## src/hw/rtl/vgmcsp_pkg.sv

```systemverilog
`default_nettype none
// ----------------------------------------------------------------------------
// vgmcsp_pkg
// Shared types, codes and constants for the sound-chip command stream parser.
// ----------------------------------------------------------------------------
package vgmcsp_pkg;

  // result kind
  typedef logic [1:0] kind_t;

  localparam kind_t KIND_WRITE = 2'd0;
  localparam kind_t KIND_WAIT  = 2'd1;
  localparam kind_t KIND_END   = 2'd2;
  localparam kind_t KIND_ERR   = 2'd3;

  // parser phase codes
  localparam logic [2:0] PH_CMD  = 3'd0;
  localparam logic [2:0] PH_ADDR = 3'd1;
  localparam logic [2:0] PH_DATA = 3'd2;
  localparam logic [2:0] PH_WLO  = 3'd3;
  localparam logic [2:0] PH_WHI  = 3'd4;
  localparam logic [2:0] PH_HALT = 3'd5;

  // command bytes
  localparam logic [7:0] CMD_REG_WRITE = 8'h55;
  localparam logic [7:0] CMD_WAIT_16   = 8'h61;
  localparam logic [7:0] CMD_WAIT_NTSC = 8'h62;
  localparam logic [7:0] CMD_WAIT_PAL  = 8'h63;
  localparam logic [7:0] CMD_END       = 8'h66;
  localparam logic [7:0] CMD_SHORT_LO  = 8'h70;
  localparam logic [7:0] CMD_SHORT_HI  = 8'h7F;
  localparam logic [7:0] SHORT_BIAS    = 8'h6F;

  // fixed wait lengths in samples
  localparam logic [15:0] WAIT_NTSC = 16'd735;
  localparam logic [15:0] WAIT_PAL  = 16'd882;

  localparam logic [31:0] LIMIT_RESET = 32'hFFFF_FFFF;

endpackage
`default_nettype wire

```

## src/hw/rtl/vgm_command_stream_parser_top.sv

```systemverilog
`default_nettype none
// ----------------------------------------------------------------------------
// vgm_command_stream_parser_top
// Parses a sound-chip command stream body byte by byte into register writes,
// waits, end of data and error results, with a command count limit.
// ----------------------------------------------------------------------------
// Timing: a result appears in the output register in the cycle after the byte
// that finishes its command is accepted.
// Throughput: one byte per cycle while the output register is not stalled; the
// single decode stage between the phase register and the output register sets it.
// Reset (rst, synchronous): parser expects a command byte, count and held
// bytes cleared, limit set to all ones, output register empty.
module vgm_command_stream_parser_top (
  input  wire                 clk,
  input  wire                 rst,
  // byte channel
  input  wire                 byte_valid,
  output logic                byte_stall,
  input  wire  [7:0]          stream_byte,
  // result channel
  output logic                result_valid,
  input  wire                 result_stall,
  output vgmcsp_pkg::kind_t   kind,
  output logic [7:0]          reg_address,
  output logic [7:0]          reg_value,
  output logic [15:0]         wait_samples,
  output logic                last_of_stream,
  // limit register write channel
  input  wire                 limit_valid,
  output logic                limit_ready,
  input  wire  [31:0]         command_limit
);
  import vgmcsp_pkg::*;

  logic [2:0]  phase, phase_next;
  logic [7:0]  held_address, held_address_next;
  logic [7:0]  held_wait_low, held_wait_low_next;
  logic [31:0] command_count, command_count_next;
  logic [31:0] stop_limit;

  logic        byte_take;
  logic        limit_take;
  logic        out_free;

  logic [1:0]  count_inc;
  logic [32:0] count_sum;
  logic [31:0] count_sat;
  logic        limit_hit;

  logic        emit;
  kind_t       res_kind;
  logic [7:0]  res_address;
  logic [7:0]  res_value;
  logic [15:0] res_wait;
  logic        res_last;

  // handshakes
  assign out_free    = !result_valid || !result_stall;
  assign byte_stall  = !out_free;
  assign byte_take   = byte_valid && !byte_stall;
  assign limit_ready = 1'b1;
  assign limit_take  = limit_valid && limit_ready;

  // saturating command count and limit compare
  assign count_inc = ((phase == PH_DATA) || (phase == PH_WHI)) ? 2'd2 : 2'd1;
  assign count_sum = {1'b0, command_count} + {31'b0, count_inc};
  assign count_sat = count_sum[32] ? LIMIT_RESET : count_sum[31:0];
  assign limit_hit = (count_sat >= stop_limit);

  // byte decode
  always_comb begin
    phase_next         = phase;
    held_address_next  = held_address;
    held_wait_low_next = held_wait_low;
    command_count_next = command_count;
    emit               = 1'b0;
    res_kind           = KIND_WAIT;
    res_address        = 8'd0;
    res_value          = 8'd0;
    res_wait           = 16'd0;
    res_last           = 1'b0;
    unique case (phase)
      PH_CMD: begin
        case (stream_byte) inside
          CMD_REG_WRITE: phase_next = PH_ADDR;
          CMD_WAIT_16:   phase_next = PH_WLO;
          CMD_WAIT_NTSC, CMD_WAIT_PAL: begin
            emit               = 1'b1;
            res_wait           = (stream_byte == CMD_WAIT_NTSC) ? WAIT_NTSC : WAIT_PAL;
            res_last           = limit_hit;
            command_count_next = count_sat;
            phase_next         = limit_hit ? PH_HALT : PH_CMD;
          end
          [CMD_SHORT_LO:CMD_SHORT_HI]: begin
            emit               = 1'b1;
            res_wait           = {8'd0, stream_byte - SHORT_BIAS};
            res_last           = limit_hit;
            command_count_next = count_sat;
            phase_next         = limit_hit ? PH_HALT : PH_CMD;
          end
          CMD_END: begin
            emit               = 1'b1;
            res_kind           = KIND_END;
            res_last           = 1'b1;
            command_count_next = stop_limit;
            phase_next         = PH_HALT;
          end
          default: begin
            emit       = 1'b1;
            res_kind   = KIND_ERR;
            res_value  = stream_byte;
            res_last   = 1'b1;
            phase_next = PH_HALT;
          end
        endcase
      end
      PH_ADDR: begin
        held_address_next = stream_byte;
        phase_next        = PH_DATA;
      end
      PH_DATA: begin
        emit               = 1'b1;
        res_kind           = KIND_WRITE;
        res_address        = held_address;
        res_value          = stream_byte;
        res_last           = limit_hit;
        command_count_next = count_sat;
        phase_next         = limit_hit ? PH_HALT : PH_CMD;
      end
      PH_WLO: begin
        held_wait_low_next = stream_byte;
        phase_next         = PH_WHI;
      end
      PH_WHI: begin
        emit               = 1'b1;
        res_wait           = {stream_byte, held_wait_low};
        res_last           = limit_hit;
        command_count_next = count_sat;
        phase_next         = limit_hit ? PH_HALT : PH_CMD;
      end
      default: ;
    endcase
  end

  // parser state, limit write rearms
  always_ff @(posedge clk) begin
    if (rst) begin
      phase         <= PH_CMD;
      held_address  <= 8'd0;
      held_wait_low <= 8'd0;
      command_count <= 32'd0;
      stop_limit    <= LIMIT_RESET;
    end else if (limit_take) begin
      phase         <= PH_CMD;
      held_address  <= 8'd0;
      held_wait_low <= 8'd0;
      command_count <= 32'd0;
      stop_limit    <= command_limit;
    end else if (byte_take) begin
      phase         <= phase_next;
      held_address  <= held_address_next;
      held_wait_low <= held_wait_low_next;
      command_count <= command_count_next;
    end
  end

  // output register valid
  always_ff @(posedge clk) begin
    if (rst) begin
      result_valid <= 1'b0;
    end else if (out_free) begin
      result_valid <= byte_take && emit && !limit_take;
    end
  end

  // output register payload
  always_ff @(posedge clk) begin
    if (byte_take && emit && !limit_take) begin
      kind           <= res_kind;
      reg_address    <= res_address;
      reg_value      <= res_value;
      wait_samples   <= res_wait;
      last_of_stream <= res_last;
    end
  end

  // halted parser stays halted until the limit is written
  a_halt_holds: assert property (@(posedge clk) disable iff (rst)
    (phase == PH_HALT) && !limit_take |=> (phase == PH_HALT))
    else $error("parser left halt without a limit write");

  // a byte taken while halted gives no result
  a_halt_silent: assert property (@(posedge clk) disable iff (rst)
    byte_take && (phase == PH_HALT) && !limit_take |=> !result_valid)
    else $error("result produced while halted");

  // end and error results always finish the stream
  a_end_last: assert property (@(posedge clk) disable iff (rst)
    result_valid && ((kind == KIND_END) || (kind == KIND_ERR)) |-> last_of_stream)
    else $error("end or error result not marked last");

endmodule
`default_nettype wire
```

## config.mk

```make
export PLATFORM = sky130hd
export DESIGN_NAME = vgm_command_stream_parser_top
export DESIGN_NICKNAME = d
export VERILOG_FILES = /design/src/hw/rtl/vgmcsp_pkg.sv /design/src/hw/rtl/vgm_command_stream_parser_top.sv
export SDC_FILE = /design/constraint.sdc
export NUM_CORES = 1
export LEC_CHECK = 0
export BUFFER_PORTS_ARGS = -buffer_cell sky130_fd_sc_hd__clkbuf_2
export CAP_MARGIN = 20
export CORE_MARGIN = 3
export CORE_UTILIZATION = 35
export CTS_CLUSTER_SIZE = 25
export DETAILED_ROUTE_END_ITERATION = 8
export GPL_ROUTABILITY_DRIVEN = 0
export PLACE_DENSITY_LB_ADDON = 0.3
export SYNTH_ARGS = -nofsm -noshare
export SYNTH_HDL_FRONTEND = slang
export SYNTH_SLANG_ARGS = --single-unit
```

## constraint.sdc

```tcl
create_clock -name clk -period 7.91 [get_ports clk]
set_input_delay 1.9775 -clock clk [delete_from_list [all_inputs] [get_ports clk]]
set_output_delay 1.9775 -clock clk [all_outputs]
set_load 0.05 [all_outputs]
```

==> flow_metrics.py, run 1 <==
metrics = {
    "global_route": {
        "antenna_found_initial": 0,
        "grt_first_pass_wirelength_um": 27800,
        "grt_max_degree": 67,
        "grt_pass1_vias": 5471,
        "grt_overflow": 0,
        "grt_use_total": 0.171,
    },
    "cells_and_area": {
        "final_nets": 909,
        "area_growth_pct": 17.9,
        "multi_input_area_um2": 3560,
        "antenna_cells": 0,
        "final_util": 0.427,
        "final_layout_size_suffix_gt1_frac": 0.164,
        "register_area_um2": 2730,
        "fillers": 1827,
    },
    "worst_setup_path": {
        "crit_type": "flop to flop",
        "crit_path_end_kind": "flop",
        "crit_path_max_fanout": 29,
        "critPathArrivalTime_ns": 6.14,
        "cp.required_ns": 8.27,
        "startpoint_type": "flop",
    },
    "floorplan": {
        "die_h_um": 144,
        "rows": 49,
        "pin_count": 83,
        "core-area_um2": 18300,
        "floorplan.initialDensity": 0.362,
        "die_area_um2": 20600,
        "die_width_um": 144,
    },
    "run": {
        "maxCapViolations": 0,
    },
    "detailed_routing": {
        "wl_um": 17500,
        "drt-wirelength-per-cell_um": 16.3,
        "detailedRoute.firstIterationViolations": 332,
        "drc_errors": 0,
        "wl_met2_um": 8060,
        "via_per_inst": 5.45,
        "met1_length_um": 8040,
        "firstDrtPassIters": 5,
        "met3_length_um": 930,
        "highest_layer": "met4",
        "vias": 5832,
        "final_antenna_net_count": 0,
    },
    "synthesis": {
        "synthMuxAreaShare": 0.0136,
        "synth_ff_type": "dfxtp_1",
        "synth_edf_count": 35,
        "synth_top_family_by_area": "simple AND/OR/NAND/NOR gates",
        "synth_seq_cells": 119,
        "synth_fa_ha_area_frac": 0.0681,
        "synthArstFlopShare": 0,
        "yosysSeqAreaShare": 0.413,
        "synth_compound_area_frac": 0.188,
        "synth_xor_area_frac": 0.0410,
        "syn_inst": 763,
        "ys_types": 65,
        "avgSynthCellArea_um2": 8.67,
        "syn_area_um2": 6620,
        "syn-num-nets": 844,
        "ys_warn_count": 0,
        "synth_simple_gate_area_share": 0.223,
    },
    "sta": {
        "setup_violations": 0,
        "fin_setup_tns_ns": 0,
        "fin_crit_sh": 0.731,
        "fmax_ghz": 0.173,
        "relSlewSlack": 0.380,
        "finalMaxSlewViolations": 0,
        "rsz0062_at_grt": "no",
        "finClkSkew_ns": 0.00757,
        "min_period_ns": 5.78,
        "worst_slew_pin_slew_ns": 0.927,
        "finalHoldViolations": 0,
    },
    "power": {
        "p_leak_nw": 3.42,
        "p_per_area_nw_per_um2": 205,
        "ir_worst_vdd_v": 0.000131,
    },
    "cts": {
        "postCtsSetupRepairBufs": 0,
        "cts_resized": 0,
        "cts.clk_slew.worst_paths_ns": 0.06,
        "cts_hold_buf": 0,
        "root_buffer": "clkbuf_16",
        "cts_buffers": 17,
        "cts_tree": "done",
        "htreeDepth": 4,
        "cts.sinks": 119,
        "clock_latency_ns": 0.42,
        "cts.path.max_buffers": 2,
    },
    "run_status": {
        "outcome": "finished, final reports clean",
    },
    "placement": {
        "hpwl_um": 12400,
        "io_buffer_count": 81,
    },
    "hold_path": {
        "hp-class": "flop to flop",
    },
}
layout by cell type (no fill, tap or decap), drive strengths merged, types with 11 or more instances in the layout:
cell type and count:
nand2 104, clkbuf 99, dfxtp 84, nand3 52, nor2 48, a21oi 45
inv 44, o211ai 41, ha 36, edfxtp 35, o21ai 34, and3 25
xnor2 21, nand4 12, nor3 11
metrics by stage:
step | cell area, um^2 | power (mW) | hold slack (ns) | std cells | setup slack, ns
final | 7810 | 1.60 | 0.448 | 1070 | 2.13
after global routing | 7810 | 1.66 | 0.472 | 1070 | 1.75
after CTS | 7810 | 1.62 | 0.450 | 1070 | 2.24
after detailed placement | 7230 | 0.855 | 0.442 | 1038 | 2.30
after global placement | 7200 | 0.852 | 0.440 | 1037 | 2.51
after floorplan | 6620 | 0.798 | 0.432 | 763 | 1.64
power breakdown:
part,internal [mW],switching (mW),total (mW)
Sequential,0.652,0.0142,0.666
Combinational,0.0535,0.122,0.175
Clock,0.466,0.290,0.756
layout make-up:
| class | instances | area share |
|---|---|---|
| multi-input cells | 559 | 0.456 |
| repair buffers | 91 | 0.0641 |
| clock inverters | 14 | 0.0194 |
| clock buffers | 18 | 0.0550 |
| well taps | 229 | 0.0367 |
| inverters | 40 | 0.0192 |
| flip-flops and latches | 119 | 0.350 |
layer usage:
| metal | track usage | vias up |
|---|---|---|
| met4 | 0.0689 | 0 |
| met5 | 0 | - |
| met1 | 0.214 | 2713 |
| li1 | - | 2904 |
| met2 | 0.283 | 177 |
| met3 | 0.0433 | 38 |
synthesized netlist by cell type, types with 10 or more instances:
master / instances / area [um^2]
a21oi_1: 45 / 225
o21ai_0: 33 / 165
nor3_1: 11 / 55.1
xnor2_1: 21 / 184
clkbuf_1: 24 / 90.1
inv_1: 40 / 150
nand2_1: 104 / 390
nand4_1: 12 / 75.1
dfxtp_1: 84 / 1680
nand3_1: 52 / 260
nor2_1: 48 / 180
and3_1: 25 / 156
edfxtp_1: 35 / 1050
o211ai_1: 41 / 308
ha_1: 36 / 450
xor2_1: 10 / 87.6
registers in the layout, indices dropped and copies added (netlist names):
register / cells
reg_value: 8
phase: 3
result_valid: 1
reg_address: 8
wait_samples: 16
stop_limit: 32
last_of_stream: 1
held_wait_low: 8
held_address: 8
kind: 2
command_count: 32
worst paths after layout:
| kind | cells past startpoint | end | start | slack, ns |
|---|---|---|---|---|
| setup / recovery | 17 | phase[2] | phase[2] | 2.13 |
| hold / removal | 2 | held_address[2] | held_address[2] | 0.45 |
| setup reg to reg | 17 | phase[2] | phase[2] | 2.13 |
| hold reg to reg | 2 | held_address[2] | held_address[2] | 0.45 |
cell families after synthesis:
group / after synthesis
XOR/XNOR: 31
multiplexers: 9
AO/OA/AOI/OAI: 183
buffers and inverters: 85
other: 1
flip-flops: 119
adder cells (fa/ha/maj): 36
AND/OR/NAND/NOR: 299
critical path, stage by stage (launching register included):
cell and delay, ns:
dfxtp_1 0.91, xor2_1 0.33, nand2_1 0.27, and2_1 0.27, ha_1 0.18, a31oi_1 0.47, nor3b_2 0.24, nand3_1 0.52
buf_4 0.37, nand2_1 0.12, ha_1 0.30, and4_1 0.24, o211ai_1 0.10, o32a_1 0.29, a21boi_0 0.57, nor3b_1 0.14
o21ai_0 0.19, o221a_2 0.19
No activity file was read; power rests on OpenSTA's default activity.
==> run 2, diff against run 1 <==
==> constraint.sdc (replaced) <==
create_clock -name clk -period 5.5 [get_ports clk]
set_input_delay 1.375 -clock clk [delete_from_list [all_inputs] [get_ports clk]]
set_output_delay 1.375 -clock clk [all_outputs]
set_load 0.05 [all_outputs]
==> flow_metrics.py, run 2 (synthesized netlist as in run 1, its figures left out) <==
metrics = {
    "cells_and_area": {
        "reg_top3": "command_count x32, stop_limit x32, wait_samples x16",
        "fillers": 1837,
        "area_growth_pct": 18.7,
        "final_util": 0.430,
        "fin_cells": 1077,
        "final_layout_size_suffix_gt1_frac": 0.171,
        "final_common_cell": "nand2_1",
        "antenna_cells": 0,
        "final_nets": 916,
        "final_cell_mix": "nand2_1 (104), dfxtp_1 (84), clkbuf_2 (81), nand3_1 (52), nor2_1 (46)",
    },
    "worst_setup_path": {
        "endpoint": "phase[2]",
        "cp.required_ns": 5.87,
        "timing.rr.end": "phase[2]",
        "critPathArrivalTime_ns": 5.06,
        "startpoint_type": "flop",
        "reg2regPathDepth": 17,
        "crit_path_end_kind": "flop",
        "timing.rr.start": "phase[2]",
        "crit_type": "flop to flop",
        "crit_path_max_fanout": 8,
        "cp-startpoint": "phase[2]",
        "r2r_setup_slack_ns": 0.81,
    },
    "cts": {
        "root_buffer": "clkbuf_16",
        "cts.sinks": 119,
        "cts_tree": "done",
        "cts.path.max_buffers": 2,
        "cts.clk_slew.worst_paths_ns": 0.06,
        "cts_hold_buf": 0,
        "clock_latency_ns": 0.43,
        "htreeDepth": 4,
        "cts_resized": 0,
        "cts_buffers": 17,
        "postCtsSetupRepairBufs": 0,
    },
    "sta": {
        "finClkSkew_ns": 0.00926,
        "fmax_ghz": 0.213,
        "layout_setup_ws_ns": 0.811,
        "rsz0062_at_grt": "no",
        "fin_crit_sh": 0.853,
        "worst_slew_pin_slew_ns": 0.945,
        "min_period_ns": 4.69,
        "setup_violations": 0,
        "finalHoldViolations": 0,
        "fin_setup_tns_ns": 0,
        "finalMaxSlewViolations": 0,
        "relSlewSlack": 0.365,
    },
    "detailed_routing": {
        "firstDrtPassIters": 5,
        "vias": 5836,
        "drt-wirelength-per-cell_um": 16.4,
        "wl_um": 17700,
        "via_per_inst": 5.42,
        "drc_errors": 0,
        "detailedRoute.firstIterationViolations": 315,
        "final_antenna_net_count": 0,
    },
    "power": {
        "cellInternalPower_mw": 1.68,
        "combinationalPowerShare": 0.113,
        "p_sw_mw": 0.617,
        "ir_worst_vdd_v": 0.000214,
        "p_per_area_nw_per_um2": 293,
        "sequentialPowerShare": 0.415,
        "netSwitchingFraction": 0.268,
        "p_leak_nw": 3.45,
        "pwr-share-clk": 0.472,
    },
    "hold_path": {
        "hp-class": "flop to flop",
    },
    "global_route": {
        "grt_max_degree": 66,
        "grt_pass1_vias": 5747,
        "grt_overflow": 0,
        "antenna_found_initial": 0,
        "grt_first_pass_wirelength_um": 29000,
        "grt_use_total": 0.178,
    },
    "floorplan": {
        "die_width_um": 144,
        "die_h_um": 144,
        "core-area_um2": 18300,
        "pin_count": 83,
        "die_area_um2": 20600,
        "rows": 49,
        "floorplan.initialDensity": 0.362,
    },
    "run": {
        "maxCapViolations": 0,
    },
    "placement": {
        "hpwl_um": 12500,
        "io_buffer_count": 81,
        "place_ws_ns": 0.895,
        "dpl.cell_count": 1044,
    },
    "run_status": {
        "outcome": "finished, final reports clean",
    },
}
run 2: changes by cell type in the layout (fill, tap and decap cells not counted), sizes merged:
cell | before | now
buf | 10 | 17
clkinv | 5 | 7
clkbuf | 99 | 98
inv | 44 | 43
run 2: worst min path at each step:
stage	end	startpoint	depth (start not counted)
floorplan	held_address[0]	held_address[0]	2
global placement	held_address[7]	held_address[7]	2
detailed placement	held_address[1]	held_address[1]	2
CTS	held_address[1]	held_address[1]	2
global route	held_address[5]	held_address[5]	2
finish	held_address[1]	held_address[1]	2
run 2: area by class of cell:
class / instances / area [um^2] / area share
clock inverters: 15 / 154 / 0.0196
repair buffers: 98 / 553 / 0.0704
well taps: 229 / 287 / 0.0365
multi-input cells: 559 / 3560 / 0.453
clock buffers: 17 / 425 / 0.0541
flip-flops and latches: 119 / 2730 / 0.348
inverters: 40 / 150 / 0.0191
run 2: power by group through the flow:
stage	sequential [mW]	clock (mW)	combinational (mW)
finish	0.954	1.09	0.260
global placement	0.973	0	0.255
detailed placement	0.973	0	0.257
global route	0.958	1.15	0.288
CTS	0.955	1.11	0.258
floorplan	1.01	0	0.141
run 2: through the flow:
step	hold slack, ns	area, um^2	power, mW
final	0.451	7860	2.30
after global routing	0.478	7860	2.39
after global placement	0.441	7250	1.23
after floorplan	0.432	6620	1.15
after detailed placement	0.447	7250	1.23
after CTS	0.455	7830	2.33
run 2: critical path, cell delays in order, from the launching register on:
cell and delay (ns):
dfxtp_1 0.35, xor2_1 0.29, nand2_1 0.27, and2_1 0.27, ha_1 0.18, a31oi_1 0.47, nor2b_1 0.24, nand4_1 0.31
nor2_1 0.11, xnor2_1 0.15, nand2_1 0.08, ha_1 0.34, nand4_1 0.14, nor4_1 0.39, a21boi_0 0.53, nor3b_1 0.13
o21ai_0 0.19, o221a_2 0.19
run 2: per-layer routing:
layer | vias up | wire [um] | track usage
li1 | 2916 | - | -
met1 | 2742 | 7750 | 0.222
met2 | 156 | 8660 | 0.303
met3 | 22 | 905 | 0.0383
met4 | 0 | 337 | 0.0659
met5 | - | 0 | 0
